`src/sv/scsr_pkg.sv`:
```
package scsr_pkg;

  // Command codes carried in in_tuser
  typedef enum logic [2:0] {
    CMD_INS_P  = 3'd0,
    CMD_INS_S  = 3'd1,
    CMD_SWAP   = 3'd2,
    CMD_LIST_P = 3'd3,
    CMD_LIST_S = 3'd4
  } cmd_t;

  // Result status codes carried in out_tuser
  typedef enum logic [1:0] {
    ST_OK     = 2'd0,
    ST_EMPTY  = 2'd1,
    ST_FULL   = 2'd2,
    ST_NOCAND = 2'd3
  } status_t;

  // Datapath operations
  typedef enum logic [3:0] {
    OP_NONE,
    OP_LATCH,
    OP_WALK_START,
    OP_INS_A,
    OP_INS_B,
    OP_CLK_CLEAR,
    OP_SEC_START,
    OP_SEC_NEXT,
    OP_EXCHANGE,
    OP_LIST_NEXT
  } dp_op_t;

  // Source of a result item
  typedef enum logic [1:0] {
    OUT_STATUS,
    OUT_ENTRY,
    OUT_VICTIM
  } out_sel_t;

  // Controller to datapath
  typedef struct packed {
    dp_op_t   op;
    logic     rd_en;      // read both stores this cycle
    logic     rd_hand;    // primary read at the hand instead of the walk pointer
    logic     out_load;   // load the output register
    out_sel_t out_sel;
    status_t  out_status;
    logic     out_last;
  } ctrl_cmd_t;

  // Datapath to controller
  typedef struct packed {
    cmd_t cmd;
    logic p_empty;
    logic s_empty;
    logic sel_empty;
    logic sel_full;
    logic rd_flag_p;
    logic rd_flag_s;
    logic clk_more;
    logic walk_last_s;
    logic walk_last_sel;
    logic out_free;
  } dp_stat_t;

endpackage

```
`src/sv/second_chance_swap_replacer.sv`:
```
// Two ring stores (primary, secondary) of CAPACITY entries of value and reference flag.
// in_tuser selects insert primary/secondary, swap, or list primary/secondary. An item is
// taken in one cycle and its results leave through a one-deep output register, so a new
// item may be taken while the last result still waits. An insert writes the new entry,
// links the old tail to it, then links it back to the head. A swap sweeps the primary
// ring from the hand, clearing set flags, then probes the secondary ring from its head
// for a clear flag and exchanges the two entries. A list reads its ring entry by entry;
// results wait for a free output register. Each command gives one result (status in
// out_tuser) except a list, which gives one per entry with out_tlast on the final one;
// command codes 5 to 7 are ignored and give no result. Entries are never read before they
// are written, so the memories need no clearing after reset.
module second_chance_swap_replacer
  import scsr_pkg::*;
#(
  parameter int CAPACITY    = 16,
  parameter int VALUE_WIDTH = 32
) (
  input  logic        clk,
  input  logic        rst_n,
  input  logic        in_tvalid,
  output logic        in_tready,
  input  logic [39:0] in_tdata,    // [31:0] value, [32] ref_bit, rest zero
  input  logic [2:0]  in_tuser,    // [2:0] cmd
  output logic        out_tvalid,
  input  logic        out_tready,
  output logic [39:0] out_tdata,   // [31:0] value_res, [32] ref_bit_res, rest zero
  output logic [1:0]  out_tuser,   // [1:0] status
  output logic        out_tlast
);

  ctrl_cmd_t   ctl;
  dp_stat_t    stat;
  logic [31:0] res_value;
  logic        res_flag;

  scsr_ctrl u_ctrl (
    .clk      (clk),
    .rst_n    (rst_n),
    .in_valid (in_tvalid),
    .in_ready (in_tready),
    .stat     (stat),
    .ctl      (ctl)
  );

  scsr_datapath #(
    .CAPACITY    (CAPACITY),
    .VALUE_WIDTH (VALUE_WIDTH)
  ) u_dp (
    .clk        (clk),
    .rst_n      (rst_n),
    .ctl        (ctl),
    .stat       (stat),
    .in_cmd     (in_tuser),
    .in_value   (in_tdata[31:0]),
    .in_ref     (in_tdata[32]),
    .out_ready  (out_tready),
    .out_valid  (out_tvalid),
    .out_status (out_tuser),
    .out_value  (res_value),
    .out_flag   (res_flag),
    .out_last   (out_tlast)
  );

  assign out_tdata = {7'd0, res_flag, res_value};

endmodule

```
`src/sv/scsr_store.sv`:
```
// One ring store: entry memory (flag, value) and link memory, registered reads
module scsr_store
  import scsr_pkg::*;
#(
  parameter int DEPTH = 16,
  parameter int DW    = 33
) (
  input  logic                     clk,
  input  logic                     d_we,
  input  logic [$clog2(DEPTH)-1:0] d_addr,
  input  logic [DW-1:0]            d_wdata,
  input  logic                     l_we,
  input  logic [$clog2(DEPTH)-1:0] l_addr,
  input  logic [$clog2(DEPTH)-1:0] l_wdata,
  input  logic                     re,
  input  logic [$clog2(DEPTH)-1:0] raddr,
  output logic [DW-1:0]            rd_data,
  output logic [$clog2(DEPTH)-1:0] rd_link
);

  localparam int IDX_W = $clog2(DEPTH);

  logic [DW-1:0]    dmem [DEPTH];
  logic [IDX_W-1:0] lmem [DEPTH];

  // entry memory
  always_ff @(posedge clk) begin
    if (d_we) begin
      dmem[d_addr] <= d_wdata;
    end
    if (re) begin
      rd_data <= dmem[raddr];
    end
  end

  // link memory
  always_ff @(posedge clk) begin
    if (l_we) begin
      lmem[l_addr] <= l_wdata;
    end
    if (re) begin
      rd_link <= lmem[raddr];
    end
  end

endmodule

```
`src/sv/scsr_datapath.sv`:
```
// Pointers, counters, walk registers, both stores and the output register
module scsr_datapath
  import scsr_pkg::*;
#(
  parameter int CAPACITY    = 16,
  parameter int VALUE_WIDTH = 32
) (
  input  logic        clk,
  input  logic        rst_n,
  input  ctrl_cmd_t   ctl,
  output dp_stat_t    stat,
  input  logic [2:0]  in_cmd,
  input  logic [31:0] in_value,
  input  logic        in_ref,
  input  logic        out_ready,
  output logic        out_valid,
  output logic [1:0]  out_status,
  output logic [31:0] out_value,
  output logic        out_flag,
  output logic        out_last
);

  localparam int IDX_W = $clog2(CAPACITY);
  localparam int CNT_W = $clog2(CAPACITY + 1);
  localparam int DW    = VALUE_WIDTH + 1;

  // latched item
  cmd_t                   lat_cmd_r;
  logic [VALUE_WIDTH-1:0] lat_val_r;
  logic                   lat_ref_r;

  // ring pointers and counts
  logic [IDX_W-1:0] hand_r, ptail_r, shead_r, stail_r;
  logic [CNT_W-1:0] pcnt_r, scnt_r;

  // walk state and victim
  logic [IDX_W-1:0]       w_r;
  logic [CNT_W-1:0]       i_r;
  logic [VALUE_WIDTH-1:0] vic_val_r;
  logic                   vic_flag_r;

  // output register
  logic        out_valid_r;
  logic [1:0]  out_status_r;
  logic [31:0] out_value_r;
  logic        out_flag_r;
  logic        out_last_r;

  // store ports
  logic             p_d_we, s_d_we, p_l_we, s_l_we;
  logic [IDX_W-1:0] p_d_addr, s_d_addr, l_addr, l_wdata, p_raddr;
  logic [DW-1:0]    p_d_wdata, s_d_wdata, p_rd, s_rd;
  logic [IDX_W-1:0] p_rd_link, s_rd_link;

  logic                   sel_sec;
  logic [IDX_W-1:0]       sel_head, sel_tail, cnt_idx;
  logic [CNT_W-1:0]       sel_cnt;
  logic [VALUE_WIDTH-1:0] p_rd_val, s_rd_val;
  logic                   out_free;
  logic [31:0]            out_value_nxt;
  logic                   out_flag_nxt;

  assign sel_sec  = (lat_cmd_r == CMD_INS_S) || (lat_cmd_r == CMD_LIST_S);
  assign sel_head = sel_sec ? shead_r : hand_r;
  assign sel_tail = sel_sec ? stail_r : ptail_r;
  assign sel_cnt  = sel_sec ? scnt_r : pcnt_r;
  assign cnt_idx  = sel_cnt[IDX_W-1:0];
  assign p_rd_val = p_rd[VALUE_WIDTH-1:0];
  assign s_rd_val = s_rd[VALUE_WIDTH-1:0];
  assign p_raddr  = ctl.rd_hand ? hand_r : w_r;
  assign out_free = !out_valid_r || out_ready;

  scsr_store #(.DEPTH(CAPACITY), .DW(DW)) u_prim (
    .clk     (clk),
    .d_we    (p_d_we),
    .d_addr  (p_d_addr),
    .d_wdata (p_d_wdata),
    .l_we    (p_l_we),
    .l_addr  (l_addr),
    .l_wdata (l_wdata),
    .re      (ctl.rd_en),
    .raddr   (p_raddr),
    .rd_data (p_rd),
    .rd_link (p_rd_link)
  );

  scsr_store #(.DEPTH(CAPACITY), .DW(DW)) u_sec (
    .clk     (clk),
    .d_we    (s_d_we),
    .d_addr  (s_d_addr),
    .d_wdata (s_d_wdata),
    .l_we    (s_l_we),
    .l_addr  (l_addr),
    .l_wdata (l_wdata),
    .re      (ctl.rd_en),
    .raddr   (w_r),
    .rd_data (s_rd),
    .rd_link (s_rd_link)
  );

  // store write selection
  always_comb begin
    p_d_we    = 1'b0;
    s_d_we    = 1'b0;
    p_l_we    = 1'b0;
    s_l_we    = 1'b0;
    p_d_addr  = hand_r;
    s_d_addr  = w_r;
    p_d_wdata = {lat_ref_r, lat_val_r};
    s_d_wdata = {lat_ref_r, lat_val_r};
    l_addr    = sel_tail;
    l_wdata   = cnt_idx;
    case (ctl.op)
      OP_INS_A: begin
        // new entry, and link the old tail to it
        p_d_we   = !sel_sec;
        s_d_we   = sel_sec;
        p_d_addr = cnt_idx;
        s_d_addr = cnt_idx;
        p_l_we   = !sel_sec && (sel_cnt != '0);
        s_l_we   = sel_sec && (sel_cnt != '0);
      end
      OP_INS_B: begin
        // new entry points back at the head (itself when first)
        p_l_we  = !sel_sec;
        s_l_we  = sel_sec;
        l_addr  = cnt_idx;
        l_wdata = (sel_cnt == '0) ? '0 : sel_head;
      end
      OP_CLK_CLEAR: begin
        p_d_we    = 1'b1;
        p_d_wdata = {1'b0, p_rd_val};
      end
      OP_EXCHANGE: begin
        p_d_we    = 1'b1;
        p_d_wdata = {1'b1, s_rd_val};
        s_d_we    = 1'b1;
        s_d_wdata = {1'b0, vic_val_r};
      end
      default: begin
      end
    endcase
  end

  // ring pointers and counts
  always_ff @(posedge clk) begin
    if (!rst_n) begin
      hand_r  <= '0;
      ptail_r <= '0;
      pcnt_r  <= '0;
      shead_r <= '0;
      stail_r <= '0;
      scnt_r  <= '0;
    end else begin
      case (ctl.op)
        OP_INS_B: begin
          if (sel_sec) begin
            stail_r <= cnt_idx;
            scnt_r  <= scnt_r + CNT_W'(1);
            if (scnt_r == '0) begin
              shead_r <= '0;
            end
          end else begin
            ptail_r <= cnt_idx;
            pcnt_r  <= pcnt_r + CNT_W'(1);
            if (pcnt_r == '0) begin
              hand_r <= '0;
            end
          end
        end
        OP_CLK_CLEAR: begin
          ptail_r <= hand_r;
          hand_r  <= p_rd_link;
        end
        default: begin
        end
      endcase
    end
  end

  // item latch, walk pointer, step count, victim
  always_ff @(posedge clk) begin
    case (ctl.op)
      OP_LATCH: begin
        lat_cmd_r <= cmd_t'(in_cmd);
        lat_val_r <= VALUE_WIDTH'($signed(in_value));
        lat_ref_r <= in_ref;
      end
      OP_WALK_START: begin
        w_r <= sel_head;
        i_r <= '0;
      end
      OP_CLK_CLEAR: begin
        i_r <= i_r + CNT_W'(1);
      end
      OP_SEC_START: begin
        w_r        <= shead_r;
        i_r        <= '0;
        vic_val_r  <= p_rd_val;
        vic_flag_r <= p_rd[VALUE_WIDTH];
      end
      OP_SEC_NEXT: begin
        w_r <= s_rd_link;
        i_r <= i_r + CNT_W'(1);
      end
      OP_LIST_NEXT: begin
        w_r <= sel_sec ? s_rd_link : p_rd_link;
        i_r <= i_r + CNT_W'(1);
      end
      default: begin
      end
    endcase
  end

  // result payload selection
  always_comb begin
    case (ctl.out_sel)
      OUT_ENTRY: begin
        out_value_nxt = sel_sec ? 32'(s_rd_val) : 32'(p_rd_val);
        out_flag_nxt  = sel_sec ? s_rd[VALUE_WIDTH] : p_rd[VALUE_WIDTH];
      end
      OUT_VICTIM: begin
        out_value_nxt = 32'(vic_val_r);
        out_flag_nxt  = vic_flag_r;
      end
      default: begin
        out_value_nxt = '0;
        out_flag_nxt  = 1'b0;
      end
    endcase
  end

  // output register
  always_ff @(posedge clk) begin
    if (!rst_n) begin
      out_valid_r <= 1'b0;
    end else if (ctl.out_load) begin
      out_valid_r <= 1'b1;
    end else if (out_ready) begin
      out_valid_r <= 1'b0;
    end
  end

  always_ff @(posedge clk) begin
    if (ctl.out_load) begin
      out_status_r <= ctl.out_status;
      out_value_r  <= out_value_nxt;
      out_flag_r   <= out_flag_nxt;
      out_last_r   <= ctl.out_last;
    end
  end

  assign out_valid  = out_valid_r;
  assign out_status = out_status_r;
  assign out_value  = out_value_r;
  assign out_flag   = out_flag_r;
  assign out_last   = out_last_r;

  // status to the controller
  assign stat.cmd           = lat_cmd_r;
  assign stat.p_empty       = (pcnt_r == '0);
  assign stat.s_empty       = (scnt_r == '0);
  assign stat.sel_empty     = (sel_cnt == '0);
  assign stat.sel_full      = (sel_cnt == CNT_W'(CAPACITY));
  assign stat.rd_flag_p     = p_rd[VALUE_WIDTH];
  assign stat.rd_flag_s     = s_rd[VALUE_WIDTH];
  assign stat.clk_more      = (i_r < pcnt_r);
  assign stat.walk_last_s   = ((i_r + CNT_W'(1)) == scnt_r);
  assign stat.walk_last_sel = ((i_r + CNT_W'(1)) == sel_cnt);
  assign stat.out_free      = out_free;

endmodule

```
`src/sv/scsr_ctrl.sv`:
```
// Command sequencer: insert, clock sweep plus secondary search, list walk
module scsr_ctrl
  import scsr_pkg::*;
(
  input  logic      clk,
  input  logic      rst_n,
  input  logic      in_valid,
  output logic      in_ready,
  input  dp_stat_t  stat,
  output ctrl_cmd_t ctl
);

  typedef enum logic [3:0] {
    S_IDLE,
    S_DISPATCH,
    S_INS_B,
    S_SW_PRD,
    S_SW_PCHK,
    S_SW_SRD,
    S_SW_SCHK,
    S_LIST_RD,
    S_LIST_OUT,
    S_EMIT_ST,
    S_EMIT_VIC
  } state_t;

  state_t  state_r, state_nxt;
  status_t st_r, st_nxt;

  assign in_ready = (state_r == S_IDLE);

  // next state and datapath commands
  always_comb begin
    state_nxt      = state_r;
    st_nxt         = st_r;
    ctl.op         = OP_NONE;
    ctl.rd_en      = 1'b0;
    ctl.rd_hand    = 1'b0;
    ctl.out_load   = 1'b0;
    ctl.out_sel    = OUT_STATUS;
    ctl.out_status = st_r;
    ctl.out_last   = 1'b1;
    case (state_r)
      S_IDLE: begin
        if (in_valid) begin
          ctl.op    = OP_LATCH;
          state_nxt = S_DISPATCH;
        end
      end
      S_DISPATCH: begin
        case (stat.cmd)
          CMD_INS_P, CMD_INS_S: begin
            if (stat.sel_full) begin
              st_nxt    = ST_FULL;
              state_nxt = S_EMIT_ST;
            end else begin
              ctl.op    = OP_INS_A;
              st_nxt    = ST_OK;
              state_nxt = S_INS_B;
            end
          end
          CMD_SWAP: begin
            if (stat.p_empty || stat.s_empty) begin
              st_nxt    = ST_EMPTY;
              state_nxt = S_EMIT_ST;
            end else begin
              ctl.op    = OP_WALK_START;
              state_nxt = S_SW_PRD;
            end
          end
          CMD_LIST_P, CMD_LIST_S: begin
            if (stat.sel_empty) begin
              st_nxt    = ST_EMPTY;
              state_nxt = S_EMIT_ST;
            end else begin
              ctl.op    = OP_WALK_START;
              state_nxt = S_LIST_RD;
            end
          end
          default: begin
            // unused codes give no result
            state_nxt = S_IDLE;
          end
        endcase
      end
      S_INS_B: begin
        ctl.op    = OP_INS_B;
        state_nxt = S_EMIT_ST;
      end
      S_SW_PRD: begin
        ctl.rd_en   = 1'b1;
        ctl.rd_hand = 1'b1;
        state_nxt   = S_SW_PCHK;
      end
      S_SW_PCHK: begin
        // second chance: clear and move on while the flag is set and sweep steps remain
        if (stat.rd_flag_p && stat.clk_more) begin
          ctl.op    = OP_CLK_CLEAR;
          state_nxt = S_SW_PRD;
        end else begin
          ctl.op    = OP_SEC_START;
          state_nxt = S_SW_SRD;
        end
      end
      S_SW_SRD: begin
        ctl.rd_en = 1'b1;
        state_nxt = S_SW_SCHK;
      end
      S_SW_SCHK: begin
        if (!stat.rd_flag_s) begin
          ctl.op    = OP_EXCHANGE;
          state_nxt = S_EMIT_VIC;
        end else if (stat.walk_last_s) begin
          st_nxt    = ST_NOCAND;
          state_nxt = S_EMIT_ST;
        end else begin
          ctl.op    = OP_SEC_NEXT;
          state_nxt = S_SW_SRD;
        end
      end
      S_LIST_RD: begin
        ctl.rd_en = 1'b1;
        state_nxt = S_LIST_OUT;
      end
      S_LIST_OUT: begin
        ctl.out_sel    = OUT_ENTRY;
        ctl.out_status = ST_OK;
        ctl.out_last   = stat.walk_last_sel;
        if (stat.out_free) begin
          ctl.out_load = 1'b1;
          ctl.op       = OP_LIST_NEXT;
          state_nxt    = stat.walk_last_sel ? S_IDLE : S_LIST_RD;
        end
      end
      S_EMIT_ST: begin
        if (stat.out_free) begin
          ctl.out_load = 1'b1;
          state_nxt    = S_IDLE;
        end
      end
      S_EMIT_VIC: begin
        ctl.out_sel    = OUT_VICTIM;
        ctl.out_status = ST_OK;
        if (stat.out_free) begin
          ctl.out_load = 1'b1;
          state_nxt    = S_IDLE;
        end
      end
      default: begin
        state_nxt = S_IDLE;
      end
    endcase
  end

  // state and status code
  always_ff @(posedge clk) begin
    if (!rst_n) begin
      state_r <= S_IDLE;
      st_r    <= ST_OK;
    end else begin
      state_r <= state_nxt;
      st_r    <= st_nxt;
    end
  end

endmodule
```
`config.mk`:
```
export PLATFORM = sky130hd
export DESIGN_NAME = second_chance_swap_replacer
export DESIGN_NICKNAME = d
export VERILOG_FILES = /design/src/sv/scsr_pkg.sv /design/src/sv/second_chance_swap_replacer.sv /design/src/sv/scsr_store.sv /design/src/sv/scsr_datapath.sv /design/src/sv/scsr_ctrl.sv
export SDC_FILE = /design/constraint.sdc
export NUM_CORES = 2
export LEC_CHECK = 0
export BUFFER_PORTS_ARGS = -buffer_cell sky130_fd_sc_hd__buf_2
export CAP_MARGIN = 20
export CORE_MARGIN = 8
export CORE_UTILIZATION = 50
export DETAILED_ROUTE_END_ITERATION = 8
export PLACE_DENSITY = 0.76
export RECOVER_POWER = 25
export REMOVE_ABC_BUFFERS = 1
export SETUP_SLACK_MARGIN = 0.3
export SYNTH_ARGS = -nofsm -noshare
export SYNTH_HDL_FRONTEND = slang
export SYNTH_HIERARCHICAL = 1
export SYNTH_SLANG_ARGS = --single-unit
```
`constraint.sdc`:
```
create_clock -name clk -period 10.3 [get_ports clk]
set_input_delay 2.06 -clock clk [delete_from_list [all_inputs] [get_ports clk]]
set_output_delay 2.06 -clock clk [all_outputs]
set_load 0.01 [all_outputs]
```
-- After elaboration in Yosys (flattened, before gate mapping)
Memories as Yosys holds them, arrays and structs flattened. A register that Yosys moved wholly into a read port is not among the register bits.
Index checks and enable logic that the tools add are counted.
- RAM bits: 1184
- output and inout bits: 45
- bits in registers: 143
- bits of input ports: 47
- memories: 4
- logic and storage cells: 170
- reductions and logical operators: 33
- mux-type cells: 71
- equality and inequality tests: 38
- bitwise gates (word level): 1
- add/sub/neg operators: 3
- $lt $le $gt $ge: 1
- memories (memory ; words ; width ; read ports ; clocked after memory_dff ; wr ports ; line ; source):
    u_dp.u_prim.dmem ; 16 ; 33 ; 1 ; 1 ; 1 ; scsr_store.sv:23 ; logic [DW-1:0] dmem [DEPTH];
    u_dp.u_sec.dmem ; 16 ; 33 ; 1 ; 1 ; 1 ; scsr_store.sv:23 ;
    u_dp.u_prim.lmem ; 16 ; 4 ; 1 ; 1 ; 1 ; scsr_store.sv:24 ; logic [IDX_W-1:0] lmem [DEPTH];
    u_dp.u_sec.lmem ; 16 ; 4 ; 1 ; 1 ; 1 ; scsr_store.sv:24 ;
- operators by type and width (cell ; number):
    $mux 4 ; 22
    $pmux 33 s2 ; 1
    $pmux 32 s2 ; 1
    $pmux 4 s10 ; 1
    $mux 33 ; 1
    $eq 4x3->1 const B ; 8
    $mux 32 ; 1
    $pmux 4 s2 ; 3
    $pmux 4 s3 ; 2
    $pmux 4 s6 ; 1
    $eq 4x4->1 const B ; 5
    $mux 2 ; 9
    $eq 4x2->1 const B ; 4
    $mux 1 ; 16
    $pmux 4 s4 ; 1
    $add 5x1->5 const B ; 3
    $logic_not 5->1 ; 3
    $eq 5x5->1 ; 2
    $pmux 1 s2 ; 5
    $pmux 5 s2 ; 1
    $reduce_or 2->1 ; 5
    $mux 3 ; 3
    $reduce_or 3->1 ; 3
    $eq 4x1->1 const B ; 2
    27 further kinds ; 44

-- Longest topological paths before layout
- word-level depth: 12
- mapped depth: 18
- depth with buffers taken out: 17

-- Modules after synthesis
The synthesis kept the hierarchy.
- by module, submodules not included (module ; area each (um^2) ; cells each ; instances ; seq. area each (um^2)):
    scsr_store at u_dp.u_prim ; 23423.7 ; 986 ; 1 ; 18888.1
    scsr_store at u_dp.u_sec ; 23422.5 ; 986 ; 1 ; 18888.1
    scsr_datapath ; 7173.1 ; 630 ; 1 ; 3883.7
    scsr_ctrl ; 742.0 ; 108 ; 1 ; 120.1
    second_chance_swap_replacer ; 63.8 ; 9 ; 1 ; 0.0

-- Least setup slack after synthesis
Ideal clock, no wire load.
- kind: input-to-reg
- start point: input port in_tvalid
- end point: memory u_dp.u_prim.dmem[0][0], enable pin
- path buffers: 1
- slack: 3168 ps
- setup time: 464 ps
- arrival time: 6667 ps
- required time: 9836 ps
- cell stages on the path: 9
- cells stage by stage: mux2i_1 > o41ai_1 > nand2b_1 > nor3b_2 > nor2_1 > clkbuf_1 > nand2_1 > or3b_2 > nor3_1
- RTL lines (what ; line ; source):
    start, declared ; second_chance_swap_replacer.sv:20 ; input logic in_tvalid,
    end, declared ; scsr_store.sv:23 ;

==> impl_metrics.tcl <==
set metrics [dict create \
    status "finished with violations" \
    violations "capacitance limit, slew limit" \
    ys_warn_count 6 \
    synth_top_area_share_pct 75.1 \
    worst_pin_slew_ns 4.18 \
    hold_path.class "register to register" \
    yosysSeqAreaShare_pct 76.2 \
    finalCriticalPeriod_ns 7.95 \
    synth_area_mm2 0.0548 \
    finalHoldViolations 0 \
    n_fill_cell 7753 \
    globalRouteOverflowTotal 0 \
    syn_to_final_growth_pct 11.4 \
    cp-start-kind "register" \
    viasPerCell 6.38 \
    design.die.area_mm2 0.121 \
    post_cts_resized 0 \
    htreeDepth 4 \
    antenna_found_initial 2 \
    crit_path_max_fanout 91 \
    clkTransAtPathRegs_ns 0.06 \
    fp.dieH_um 347 \
    drcViolationCount 0 \
    maxSlewViolCount 525 \
    worstSetupPathType "register to register" \
    numPortBuffers 77 \
    synthTopCellsByArea "edfxtp_1 75%, mux4_2 12%, a22oi_1 3.1%" \
    fmax_mhz 126 \
    fin_tns_setup_ns 0 \
    finalInstanceArea_mm2 0.0611 \
    max_cap_viol_count 11 \
    routedWlPerCell_um 28.8 \
    cts_root_buf "clkbuf_16" \
    crit_top_cell "clkbuf_1" \
    preCtsSetupSlack_ns 3.92 \
    cts_hold_repair.buffers 0 \
    post-cts-setup-buffers 0 \
    totalWireLength_um 126000 \
    worst_ep_arrival_time_ns 8.40 \
    drive_above_1_share_pct 22.7 \
    clkSinkCount 1401 \
    grt_pass1_wl_um 185000 \
    rsz0062_at_grt "no" \
    cts_tree "done" \
    post-route-util_pct 56.1 \
    endpoint_kind "register" \
    cts_max_path_buffers 3 \
    avgSynthCellArea_um2 20.2 \
    synth_common_cells "1372 x edfxtp_1, 298 x mux4_2, 223 x a22oi_1" \
    required_ns 10.75 \
    syn_inst 2719 \
    synth_edf_count 1372 \
    cp_slowest_stage_delay_ns 2.76 \
    async_reset_ff_share_pct 0 \
    io_pins 92 \
    synth_most_common_cell "edfxtp_1" \
    synth_largest_area_cell "edfxtp_1" \
    min_period_over_period_pct 77.2 \
    initial_core_util_pct 50.4 \
    die_x_um 347 \
    gp_congestion 0.900 \
    clock_skew_ns 0.0260 \
    drtIter0Drc 3362 \
    path_cells "inv_1, nor4_1, clkbuf_1, mux2_2, clkbuf_1, mux4_2, a22oi_1, nand2_1" \
    vias 27800 \
    p_leak_nw 19.0 \
    layout_setup_ws_ns 2.35 \
    yosysUniqueCellTypes 65 \
    grt_pass1_vias 28600 \
    cts_buffers 133 \
    placed_cell_area_mm2 0.0570 \
    dr.pass1.iters 5 \
    ir_worst_vdd_mv 0.194 \
    setup_viol 0 \
    groute.usage.overall_pct 20.5 \
    synth.ff_latch_count 1401 \
    p_per_area_mw_per_mm2 259 \
    worstSkewPairLatency_ns 0.73 \
    final_nets 2909 \
    relSlewSlack_pct -179 \
    fin_hold_ws_ns 0.477 \
    core_mm2 0.109 \
    ys.flop_type "edfxtp_1" \
    cp_slowest_cell "clkbuf_1" \
    grt_max_degree 102 \
    num_rows 121 \
    hpwl_um 69100 \
    ant_nets 0 \
]
through the flow:
step | instances | power [mW]
after floorplan | 2572 | 10.1
after global placement | 4129 | 10.9
after detailed placement | 4129 | 11.1
after CTS | 4360 | 15.8
after global routing | 4361 | 16.4
final | 4362 | 15.8
critical path: cells and delay by family, from the launching register on:
family | cells | cell delay, ns
multiplexers | 2 | 2.41
AND/OR/NAND/NOR | 2 | 0.46
buffers and inverters | 3 | 3.50
AO/OA/AOI/OAI | 1 | 0.25
flip-flops | 1 | 0.91
logic make-up after synthesis:
group | count (synthesis) | synth area share (%)
DFF | 1401 | 76.2
and+or+nand+nor | 418 | 3.54
muxes | 376 | 13.8
AOI/OAI and AO/OA | 320 | 4.21
buffers and inverters | 172 | 1.62
xor gates and xnor gates | 20 | 0.333
adders and majority gates | 11 | 0.251
other | 1 | 0.00684
report_power, final:
part | internal, mW | total, mW | switching [mW]
clock | 2.71 | 4.74 | 2.04
combinational | 1.09 | 3.33 | 2.24
sequential | 7.54 | 7.75 | 0.214
total | 11.3 | 15.8 | 4.49
sequential cells by signal, indices dropped and copies added, names as in the netlist, 5 cells and up:
signal	cells
u_dp/u_sec/lmem	64
u_dp/i_r	5
u_dp/out_value	32
u_dp/scnt_r	5
u_dp/u_prim/lmem	64
u_dp/u_sec/rd_data	33
u_dp/vic_val_r	32
u_dp/u_prim/dmem	528
u_dp/u_prim/rd_data	33
u_dp/pcnt_r	5
u_dp/lat_val_r	32
u_dp/u_sec/dmem	528
cell usage in the layout (no fill, tap or decap), drive strengths merged, types with 10 or more instances in the layout:
| cell | count |
|---|---|
| o21ai | 15 |
| nand2b | 19 |
| xnor2 | 15 |
| nor2b | 27 |
| nand2 | 166 |
| a21oi | 32 |
| edfxtp | 1372 |
| mux4 | 298 |
| clkbuf | 227 |
| nor2 | 118 |
| a22oi | 223 |
| buf | 80 |
| clkinv | 47 |
| and2 | 12 |
| nor3 | 26 |
| dfxtp | 29 |
| mux2 | 71 |
| inv | 27 |
| nor4 | 10 |
| ha | 11 |
path summary, 6_finish.rpt:
check | start | cells after the start | endpoint | slack (ns)
setup / recovery | u_ctrl/state_r[1] | 8 | u_dp/u_prim/rd_data[22] | 2.35
hold / removal | u_dp/ptail_r[0] | 2 | u_dp/ptail_r[0] | 0.48
setup reg to reg | u_ctrl/state_r[1] | 8 | u_dp/u_prim/rd_data[22] | 2.35
hold reg to reg | u_dp/ptail_r[0] | 2 | u_dp/ptail_r[0] | 0.48
layer usage:
layer / share of wire (%) / wire (um) / global-route usage, % / vias up
met4: 2.8 / 3540 / 6.64 / 0
met2: 48 / 59700 / 32.3 / 1756
met1: 38 / 47900 / 28.1 / 14400
met3: 11 / 14400 / 5.31 / 240
li1: - / - / - / 11500
met5: 0 / 0 / 0 / -
layout make-up:
cell class                 instances  area, um2  share of cell area, %
clock inverter                    68        613                   1.00
antenna                            1       2.50                0.00410
sequential                      1401      41800                   68.4
tap                             1414       1770                   2.90
clock buffer                     163       3590                   5.88
inverter                          19       71.3                  0.117
multi-input combinational       1152      12500                   20.4
timing repair buffer             144        796                   1.30
(Power assumes the default switching activity.)
